## config.mk

```make
export PLATFORM = sky130hd
export DESIGN_NAME = triangle_wave_channel
export DESIGN_NICKNAME = d
export VERILOG_FILES = /design/src/hw/rtl/trich_pkg.sv /design/src/hw/rtl/trich_divider.sv /design/src/hw/rtl/triangle_wave_channel.sv
export SDC_FILE = /design/constraint.sdc
export NUM_CORES = 1
export LEC_CHECK = 0
export BUFFER_PORTS_ARGS = -buffer_cell sky130_fd_sc_hd__clkbuf_2
export CORE_MARGIN = 2
export CORE_UTILIZATION = 55
export DETAILED_ROUTE_END_ITERATION = 12
export PLACE_DENSITY = 0.76
export SKIP_LAST_GASP = 1
export SLEW_MARGIN = 10
export SYNTH_ARGS = -nofsm -noshare
export SYNTH_HDL_FRONTEND = slang
export SYNTH_SLANG_ARGS = --single-unit
```

## constraint.sdc

```tcl
create_clock -name clk_i -period 2.45 [get_ports clk_i]
set_input_delay 0.1225 -clock clk_i [delete_from_list [all_inputs] [get_ports clk_i]]
set_output_delay 0.1225 -clock clk_i [all_outputs]
set_load 0.005 [all_outputs]
```

## src/hw/rtl/trich_pkg.sv

```systemverilog
// Shared constants, a lookup table and a helper function for the triangle channel.
`default_nettype none

package trich_pkg;

  localparam int unsigned REQ_W    = 2;
  localparam int unsigned IDX_W    = 2;
  localparam int unsigned DATA_W   = 8;
  localparam int unsigned AMP_W    = 4;
  localparam int unsigned NS_W     = 18;
  localparam int unsigned ACCUM_W  = 16;
  localparam int unsigned PERIOD_W = 11;
  localparam int unsigned QUOT_W   = 8;
  localparam int unsigned LIN_W    = 7;
  localparam int unsigned LEN_W    = 8;
  localparam int unsigned SEQ_STEPS = 32;
  localparam int unsigned STEP_W   = $clog2(SEQ_STEPS);
  localparam int unsigned ADV_SHIFT = 10;
  localparam int unsigned ADV_W    = NS_W - ADV_SHIFT;

  localparam logic [NS_W-1:0] NS_RESET = NS_W'(22675);

  localparam logic [REQ_W-1:0] REQ_WRITE  = 2'd0;
  localparam logic [REQ_W-1:0] REQ_LINEAR = 2'd1;
  localparam logic [REQ_W-1:0] REQ_LENGTH = 2'd2;
  localparam logic [REQ_W-1:0] REQ_SAMPLE = 2'd3;

  localparam logic [IDX_W-1:0] REG_CONTROL = 2'd0;
  localparam logic [IDX_W-1:0] REG_PER_LO  = 2'd1;
  localparam logic [IDX_W-1:0] REG_PER_HI  = 2'd2;
  localparam logic [IDX_W-1:0] REG_LEN_EN  = 2'd3;

  localparam logic [LEN_W-1:0] LEN_TAB [32] = '{
    8'h0A, 8'hFE, 8'h14, 8'h02, 8'h28, 8'h04, 8'h50, 8'h06,
    8'hA0, 8'h08, 8'h3C, 8'h0A, 8'h0E, 8'h0C, 8'h1A, 8'h0E,
    8'h0C, 8'h10, 8'h18, 8'h12, 8'h30, 8'h14, 8'h60, 8'h16,
    8'hC0, 8'h18, 8'h48, 8'h1A, 8'h10, 8'h1C, 8'h20, 8'h1E
  };

  // The first half of the sequence falls from 15 to 0, the second half rises back.
  function automatic logic [AMP_W-1:0] wave_level(input logic [STEP_W-1:0] idx);
    logic [STEP_W-2:0] low;
    low = idx[STEP_W-2:0];
    if (idx[STEP_W-1]) begin
      wave_level = AMP_W'(low);
    end else begin
      wave_level = AMP_W'(~low);
    end
  endfunction

endpackage

`default_nettype wire

```

## src/hw/rtl/trich_divider.sv

```systemverilog
// Iterative restoring divider, one quotient bit per cycle, for the timer update.
`default_nettype none

module trich_divider (
  input  logic                               clk_i,
  input  logic                               rst_ni,
  input  logic                               start_i,
  input  logic [trich_pkg::ACCUM_W-1:0]      dividend_i,
  input  logic [trich_pkg::PERIOD_W-1:0]     divisor_i,
  output logic                               done_o,
  output logic [trich_pkg::QUOT_W-1:0]       quot_o,
  output logic [trich_pkg::PERIOD_W-1:0]     rem_o
);
  import trich_pkg::*;

  localparam int unsigned CNT_W = $clog2(ACCUM_W);

  logic [ACCUM_W-1:0]  dvd_q;
  logic [PERIOD_W-1:0] dvs_q;
  logic [PERIOD_W-1:0] rem_q;
  logic [QUOT_W-1:0]   quo_q;
  logic [CNT_W-1:0]    cnt_q;
  logic                busy_q;
  logic                done_q;

  logic [PERIOD_W:0]   trial;
  logic [PERIOD_W:0]   diff;
  logic                ge;

  assign trial = {rem_q, dvd_q[ACCUM_W-1]};
  assign diff  = trial - {1'b0, dvs_q};
  assign ge    = (trial >= {1'b0, dvs_q});

  always_ff @(posedge clk_i or negedge rst_ni) begin
    if (!rst_ni) begin
      busy_q <= 1'b0;
      done_q <= 1'b0;
      cnt_q  <= '0;
    end else begin
      done_q <= 1'b0;
      if (start_i) begin
        busy_q <= 1'b1;
        cnt_q  <= CNT_W'(ACCUM_W - 1);
      end else if (busy_q) begin
        cnt_q <= cnt_q - 1'b1;
        if (cnt_q == '0) begin
          busy_q <= 1'b0;
          done_q <= 1'b1;
        end
      end
    end
  end

  always_ff @(posedge clk_i) begin
    if (start_i) begin
      dvd_q <= dividend_i;
      dvs_q <= divisor_i;
      rem_q <= '0;
      quo_q <= '0;
    end else if (busy_q) begin
      dvd_q <= {dvd_q[ACCUM_W-2:0], 1'b0};
      quo_q <= {quo_q[QUOT_W-2:0], ge};
      if (ge) begin
        rem_q <= diff[PERIOD_W-1:0];
      end else begin
        rem_q <= trial[PERIOD_W-1:0];
      end
    end
  end

  assign done_o = done_q;
  assign quot_o = quo_q;
  assign rem_o  = rem_q;

endmodule

`default_nettype wire

```

## src/hw/rtl/triangle_wave_channel.sv

```systemverilog
// Top level of the triangle wave channel: registers, counters, sequencer and output stage.
`default_nettype none

// Register writes and counter ticks complete in the cycle of their transfer and return
// nothing. A sample request returns one amplitude. In the cycle of its transfer it adds
// the timer advance to the accumulator; the input is then stalled while the channel starts
// the divider, runs the 16 iterations of the bit-serial restoring divider that computes
// how many timer periods have elapsed (one iteration per accumulator bit), collects its
// result, and steps the sequence and loads the output register. With a zero period or a
// zero accumulator the divider is skipped. The last step repeats for as long as the
// previous amplitude is still stalled at the output. The output register lets a new item
// enter while the previous amplitude still waits to be taken.
module triangle_wave_channel (
  input  logic                            clk_i,
  input  logic                            rst_ni,
  input  logic                            cfg_we_i,
  input  logic [trich_pkg::NS_W-1:0]      cfg_data_i,
  input  logic                            in_valid_i,
  output logic                            in_stall_o,
  input  logic [trich_pkg::REQ_W-1:0]     req_type_i,
  input  logic [trich_pkg::IDX_W-1:0]     reg_index_i,
  input  logic [trich_pkg::DATA_W-1:0]    write_data_i,
  output logic                            out_valid_o,
  input  logic                            out_stall_i,
  output logic [trich_pkg::AMP_W-1:0]     amplitude_o
);
  import trich_pkg::*;

  localparam logic [1:0] ST_IDLE  = 2'd0;
  localparam logic [1:0] ST_START = 2'd1;
  localparam logic [1:0] ST_DIV   = 2'd2;
  localparam logic [1:0] ST_FIN   = 2'd3;

  logic [1:0]          state_q;
  logic [NS_W-1:0]     ns_q;
  logic                ctrl_q;
  logic [LIN_W-1:0]    lin_load_q;
  logic [PERIOD_W-1:0] period_q;
  logic                len_en_q;
  logic [LEN_W-1:0]    len_cnt_q;
  logic                reload_q;
  logic [LIN_W-1:0]    lin_cnt_q;
  logic [ACCUM_W-1:0]  accum_q;
  logic [STEP_W-1:0]   step_q;
  logic [AMP_W-1:0]    level_q;
  logic [QUOT_W-1:0]   k_q;
  logic                out_valid_q;
  logic                out_valid_d;
  logic [AMP_W-1:0]    amp_q;

  logic                accept;
  logic                div_start;
  logic                div_done;
  logic [QUOT_W-1:0]   div_quot;
  logic [PERIOD_W-1:0] div_rem;
  logic                out_free;
  logic                load_out;
  logic                advance;
  logic [STEP_W-1:0]   step_nxt;
  logic [AMP_W-1:0]    level_d;

  assign accept      = in_valid_i && (state_q == ST_IDLE);
  assign div_start   = (state_q == ST_START) && (accum_q != '0) && (period_q != '0);
  assign out_free    = !out_valid_q || !out_stall_i;
  assign load_out    = (state_q == ST_FIN) && out_free;
  assign out_valid_d = load_out || (out_valid_q && out_stall_i);
  assign advance     = (k_q != '0) && (lin_cnt_q != '0) && (len_cnt_q != '0);
  assign step_nxt    = step_q + k_q[STEP_W-1:0];
  assign level_d     = advance ? wave_level(step_nxt - STEP_W'(1)) : level_q;

  trich_divider u_div (
    .clk_i      (clk_i),
    .rst_ni     (rst_ni),
    .start_i    (div_start),
    .dividend_i (accum_q - ACCUM_W'(1)),
    .divisor_i  (period_q),
    .done_o     (div_done),
    .quot_o     (div_quot),
    .rem_o      (div_rem)
  );

  always_ff @(posedge clk_i or negedge rst_ni) begin
    if (!rst_ni) begin
      state_q     <= ST_IDLE;
      ns_q        <= NS_RESET;
      ctrl_q      <= 1'b0;
      lin_load_q  <= '0;
      period_q    <= '0;
      len_en_q    <= 1'b0;
      len_cnt_q   <= '0;
      reload_q    <= 1'b0;
      lin_cnt_q   <= '0;
      accum_q     <= '0;
      step_q      <= '0;
      level_q     <= '0;
      k_q         <= '0;
      out_valid_q <= 1'b0;
    end else begin
      if (cfg_we_i) begin
        ns_q <= cfg_data_i;
      end
      out_valid_q <= out_valid_d;
      case (state_q)
        ST_IDLE: begin
          if (accept) begin
            case (req_type_i)
              REQ_WRITE: begin
                case (reg_index_i)
                  REG_CONTROL: begin
                    ctrl_q     <= write_data_i[7];
                    lin_load_q <= write_data_i[LIN_W-1:0];
                  end
                  REG_PER_LO: begin
                    period_q[7:0] <= write_data_i;
                  end
                  REG_PER_HI: begin
                    period_q[PERIOD_W-1:8] <= write_data_i[PERIOD_W-9:0];
                    if (len_en_q) begin
                      len_cnt_q <= LEN_TAB[write_data_i[7:3]];
                    end
                    reload_q <= 1'b1;
                  end
                  default: begin
                    len_en_q <= write_data_i[0];
                  end
                endcase
              end
              REQ_LINEAR: begin
                if (reload_q) begin
                  lin_cnt_q <= lin_load_q;
                end else if (lin_cnt_q != '0) begin
                  lin_cnt_q <= lin_cnt_q - 1'b1;
                end
                // A pending reload is consumed here, and the flag is cleared whether or not the
                // control flag is set, so the flag always ends clear.
                reload_q <= 1'b0;
              end
              REQ_LENGTH: begin
                if (!ctrl_q && (len_cnt_q != '0)) begin
                  len_cnt_q <= len_cnt_q - 1'b1;
                end
              end
              default: begin
                accum_q <= accum_q + ACCUM_W'(ns_q[NS_W-1:ADV_SHIFT]);
                state_q <= ST_START;
              end
            endcase
          end
        end
        ST_START: begin
          k_q <= '0;
          if (div_start) begin
            state_q <= ST_DIV;
          end else begin
            state_q <= ST_FIN;
          end
        end
        ST_DIV: begin
          if (div_done) begin
            k_q     <= div_quot;
            accum_q <= ACCUM_W'(div_rem) + ACCUM_W'(1);
            state_q <= ST_FIN;
          end
        end
        default: begin
          if (out_free) begin
            if (advance) begin
              step_q <= step_nxt;
            end
            level_q <= level_d;
            state_q <= ST_IDLE;
          end
        end
      endcase
    end
  end

  always_ff @(posedge clk_i) begin
    if (load_out) begin
      amp_q <= level_d;
    end
  end

  assign in_stall_o  = (state_q != ST_IDLE);
  assign out_valid_o = out_valid_q;
  assign amplitude_o = amp_q;

endmodule

`default_nettype wire

```

==> metrics.json <==
{
  "critPathRequiredTime_ns": 2.62,
  "avgRoutedWirePerCell_um": 15.71,
  "worst_ir_drop_vdd_v": 0.0005847,
  "synth_most_common_cell": "sky130_fd_sc_hd__dfrtp_1",
  "clock_insertion_delay_worst_skew_ns": 0.43,
  "route.detailed.drc": 0,
  "number_of_warning_messages_in_the_yosys_log": 0,
  "core_area_um2": 14370,
  "setup.worst_path.end_class": "flip-flop",
  "antenna_found_initial": 0,
  "post_synth_inst_count": 830,
  "ys_top_cells_by_count": "83 x sky130_fd_sc_hd__dfrtp_1, 77 x sky130_fd_sc_hd__nor2_1, 76 x sky130_fd_sc_hd__nand2_1, 69 x sky130_fd_sc_hd__o21ai_0, 47 x sky130_fd_sc_hd__a21oi_1",
  "synthToLayoutAreaGrowth_pct": 17.46,
  "placedInstanceArea_um2": 8497,
  "hold_removal_path_class": "in -> reg",
  "postLayoutSetupSlackWorst_ns": -0.04303,
  "detailed_place_hpwl_um": 11870,
  "number_of_global_route_vias_before_repair": 6021,
  "post_synth_mux_area_share": 0.08463,
  "groute.usage.overall": 0.2272,
  "finalSetupViolations": 1,
  "power_frac_clock": 0.515,
  "global_route_layer_with_the_greatest_usage": "met2",
  "clock_tree_sinks": 136,
  "global_route_wire_length_before_repair_um": 28900,
  "detail-route-antenna-nets": 0,
  "placement.io_buffers": 30,
  "wirelength_um": 17170,
  "global_routing_met3_resource_utilization": 0.03866,
  "netlist-cell-type-count": 68,
  "power.density_nw_per_um2": 574.5,
  "clock_tree.htree_level_count": 4,
  "startpoint_type": "flip-flop",
  "synth-seq-area-share": 0.4343,
  "die-height_um": 124.5,
  "postSynthNetCount": 909,
  "rsz_0062_raised_after_global_routing": "yes",
  "placer_congestion_estimate": 0.8687,
  "io-pin-count": 41,
  "finish.instance_area_um2": 9378,
  "max_slew_margin": 0.4451,
  "clock-skew-final_ns": 0.01292,
  "synth.cell_area_um2": 7984,
  "hold_depth": 2,
  "finalCriticalPeriod_ns": 2.493,
  "die_area_um2": 15500,
  "synth_simple_gate_area_share": 0.1630,
  "flop_and_latch_count_out_of_synthesis": 136,
  "synth.area.top_cells": "sky130_fd_sc_hd__dfrtp_1 26%, sky130_fd_sc_hd__edfxtp_1 12%, sky130_fd_sc_hd__ha_1 6.4%, sky130_fd_sc_hd__mux2_2 4.8%, sky130_fd_sc_hd__dfxtp_1 4.8%",
  "finalNetCount": 975,
  "crit_fanout": 3,
  "switching_share": 0.2146,
  "synth_compound_gate_area_share": 0.1489,
  "yosys.area_share.xor_xnor": 0.05266,
  "synth_top_cell_by_area": "sky130_fd_sc_hd__dfrtp_1",
  "gr-usage-met1": 0.2989,
  "die_x_um": 124.5,
  "cap_violations": 0,
  "power.net_switching_mw": 1.156,
  "post_route_cells_drive_above_1_share": 0.1837,
  "cp_data_arrival_time_ns": 2.66,
  "timing.setup.critical_path_class": "reg -> reg",
  "synth-async-reset-ratio": 0.6324,
  "tritoncts": "built",
  "report.final.hold_viol_count": 0,
  "worstMarginPinSlew_ns": 0.8248,
  "static-leakage-power_nw": 4.098,
  "synth_fa_ha_area_frac": 0.07178,
  "avgViaCountPerCell": 5.629,
  "synthesis.area_per_instance_um2": 9.619,
  "outcome": "complete, but fails checks",
  "max_clock_buf_depth": 2,
  "start_util": 0.5556,
  "pwr-share-comb": 0.053,
  "ys.flop_type": "sky130_fd_sc_hd__dfrtp_1",
  "grt_overflow": 0,
  "cts.clk_slew.worst_paths_ns": 0.06,
  "dominant_combinational_cell_family_by_area_after_synthesis": "simple AND/OR/NAND/NOR gates",
  "floorplan.rows": 44,
  "grt_max_degree": 37,
  "synth-edff-count": 31,
  "drt_pass1_iterations": 5,
  "initialDrtViolationCount": 494,
  "internal-power_mw": 4.232,
  "hold_ws_ns": 0.01875,
  "routed-via-count": 6153,
  "failed_checks": "negative setup slack",
  "use_met2": 0.3848,
  "cts_root_buffer": "sky130_fd_sc_hd__clkbuf_16",
  "final-max-slew-violation-count": 0,
  "synth_largest_type_area_fraction": 0.2601,
  "reg2reg_depth": 9,
  "antenna-diode-count": 0,
  "numCtsBuffers": 17,
  "fmax_mhz": 401.1,
  "power_frac_seq": 0.433,
  "portion_of_the_clock_cycle_consumed_by_the_worst_path_in_the_final_layout": 1.018
}
==> worst max-delay path: stages, from the launching register on <==
cell and delay [ns]:
sky130_fd_sc_hd__dfrtp_1 0.39, sky130_fd_sc_hd__ha_2 0.20, sky130_fd_sc_hd__inv_2 0.05, sky130_fd_sc_hd__fa_1 0.45, sky130_fd_sc_hd__ha_2 0.21, sky130_fd_sc_hd__buf_6 0.11
sky130_fd_sc_hd__o21bai_1 0.15, sky130_fd_sc_hd__a32o_2 0.27, sky130_fd_sc_hd__xnor2_2 0.14, sky130_fd_sc_hd__mux2_4 0.28
==> routing by layer <==
layer	routed length, um	part of all wire
met3	694	0.040
met1	7776	0.45
met5	0	0
met4	223	0.013
met2	8475	0.49
==> cells by family (layout without fill, tap and decap cells) <==
group,count (synthesis),count (layout)
DFF,136,136
buffers and inverters,82,161
and+or+nand+nor,268,268
adders and majority gates,44,44
AOI/OAI and AO/OA,190,190
muxes,62,62
xor gates and xnor gates,48,48
==> stage by stage <==
step	utilization	power, mW	setup WS (ns)	TNS [ns]	cells
after CTS	0.6457	5.416	-0.06355	-0.06355	1088
final	0.6526	5.388	-0.04303	-0.04303	1093
after global routing	0.6526	5.543	-0.09246	-0.3548	1093
after global placement	0.5913	2.638	0.02692	0	1044
after floorplan	-	2.541	0.07536	0	830
after detailed placement	0.5913	2.641	-0.06374	-0.09615	1044
==> sequential cells by signal, summed over array words and instances, names as in the netlist, 8 cells and up <==
signal,count
period_q,11
ns_q,8
u_div.dvs_q,11
len_cnt_q,8
accum_q,16
u_div.rem_o,11
k_q,8
u_div.dvd_q,16
u_div.quot_o,8
==> power by group through the flow <==
| stage | clock (mW) | sequential, mW | combinational, mW |
|---|---|---|---|
| detailed placement | 0 | 2.37 | 0.266 |
| finish | 2.77 | 2.33 | 0.284 |
| CTS | 2.80 | 2.33 | 0.283 |
| global placement | 0 | 2.37 | 0.264 |
| floorplan | 0 | 2.37 | 0.169 |
| global route | 2.89 | 2.33 | 0.320 |
==> repair_timing <==
action,in CTS,in global routing
gates resized for setup,7,14
hold buffers,11,0
buffers inserted,1,4
hold endpoints to repair,40,0
endpoints found under the setup margin,2,13
pin swaps,5,9
cloned,0,1
==> worst paths after layout <==
kind,end,start,slack [ns]
max,amplitude_o[3],step_q[0],-0.04
min,period_q[10],write_data_i[2],0.02
max reg2reg,amplitude_o[3],step_q[0],-0.04
min reg2reg,u_div.dvs_q[8],period_q[8],0.47
max in group asynchronous,level_q[1],rst_ni,1.61
min in group asynchronous,ns_q[15],rst_ni,0.21
==> cells in the final DEF, fill, tap and decap left out, types with 8 or more instances in the layout <==
cell type | netlist | layout
sky130_fd_sc_hd__nor2_1 | 77 | 77
sky130_fd_sc_hd__dfrtp_1 | 83 | 83
sky130_fd_sc_hd__nand4_1 | 9 | 9
sky130_fd_sc_hd__mux2i_1 | 27 | 27
sky130_fd_sc_hd__xnor2_1 | 30 | 28
sky130_fd_sc_hd__ha_1 | 41 | 38
sky130_fd_sc_hd__clkbuf_16 | 0 | 19
sky130_fd_sc_hd__nand3_1 | 18 | 18
sky130_fd_sc_hd__nand2_1 | 76 | 76
sky130_fd_sc_hd__nor2b_1 | 8 | 8
sky130_fd_sc_hd__mux2_2 | 34 | 31
sky130_fd_sc_hd__dfxtp_1 | 19 | 19
sky130_fd_sc_hd__o21ai_0 | 69 | 68
sky130_fd_sc_hd__xor2_1 | 18 | 18
sky130_fd_sc_hd__and3_1 | 8 | 8
sky130_fd_sc_hd__clkbuf_2 | 1 | 29
sky130_fd_sc_hd__nor3_1 | 24 | 24
sky130_fd_sc_hd__dlygate4sd3_1 | 0 | 11
sky130_fd_sc_hd__buf_4 | 2 | 38
sky130_fd_sc_hd__a21oi_1 | 47 | 46
sky130_fd_sc_hd__nand2b_1 | 12 | 12
sky130_fd_sc_hd__edfxtp_1 | 31 | 31
sky130_fd_sc_hd__a31oi_1 | 13 | 13
sky130_fd_sc_hd__inv_1 | 43 | 41
==> area by class of cell <==
class	instances	area, um^2
Tap cell	184	230.2
Inverter	44	165.2
Clock buffer	21	471.7
Clock inverter	11	168.9
Sequential cell	136	3467
Fill cell	1135	4991
Multi-Input combinational cell	612	4212
Timing Repair Buffer	85	663.1
Note: power is estimated with default switching activity, not from simulation.
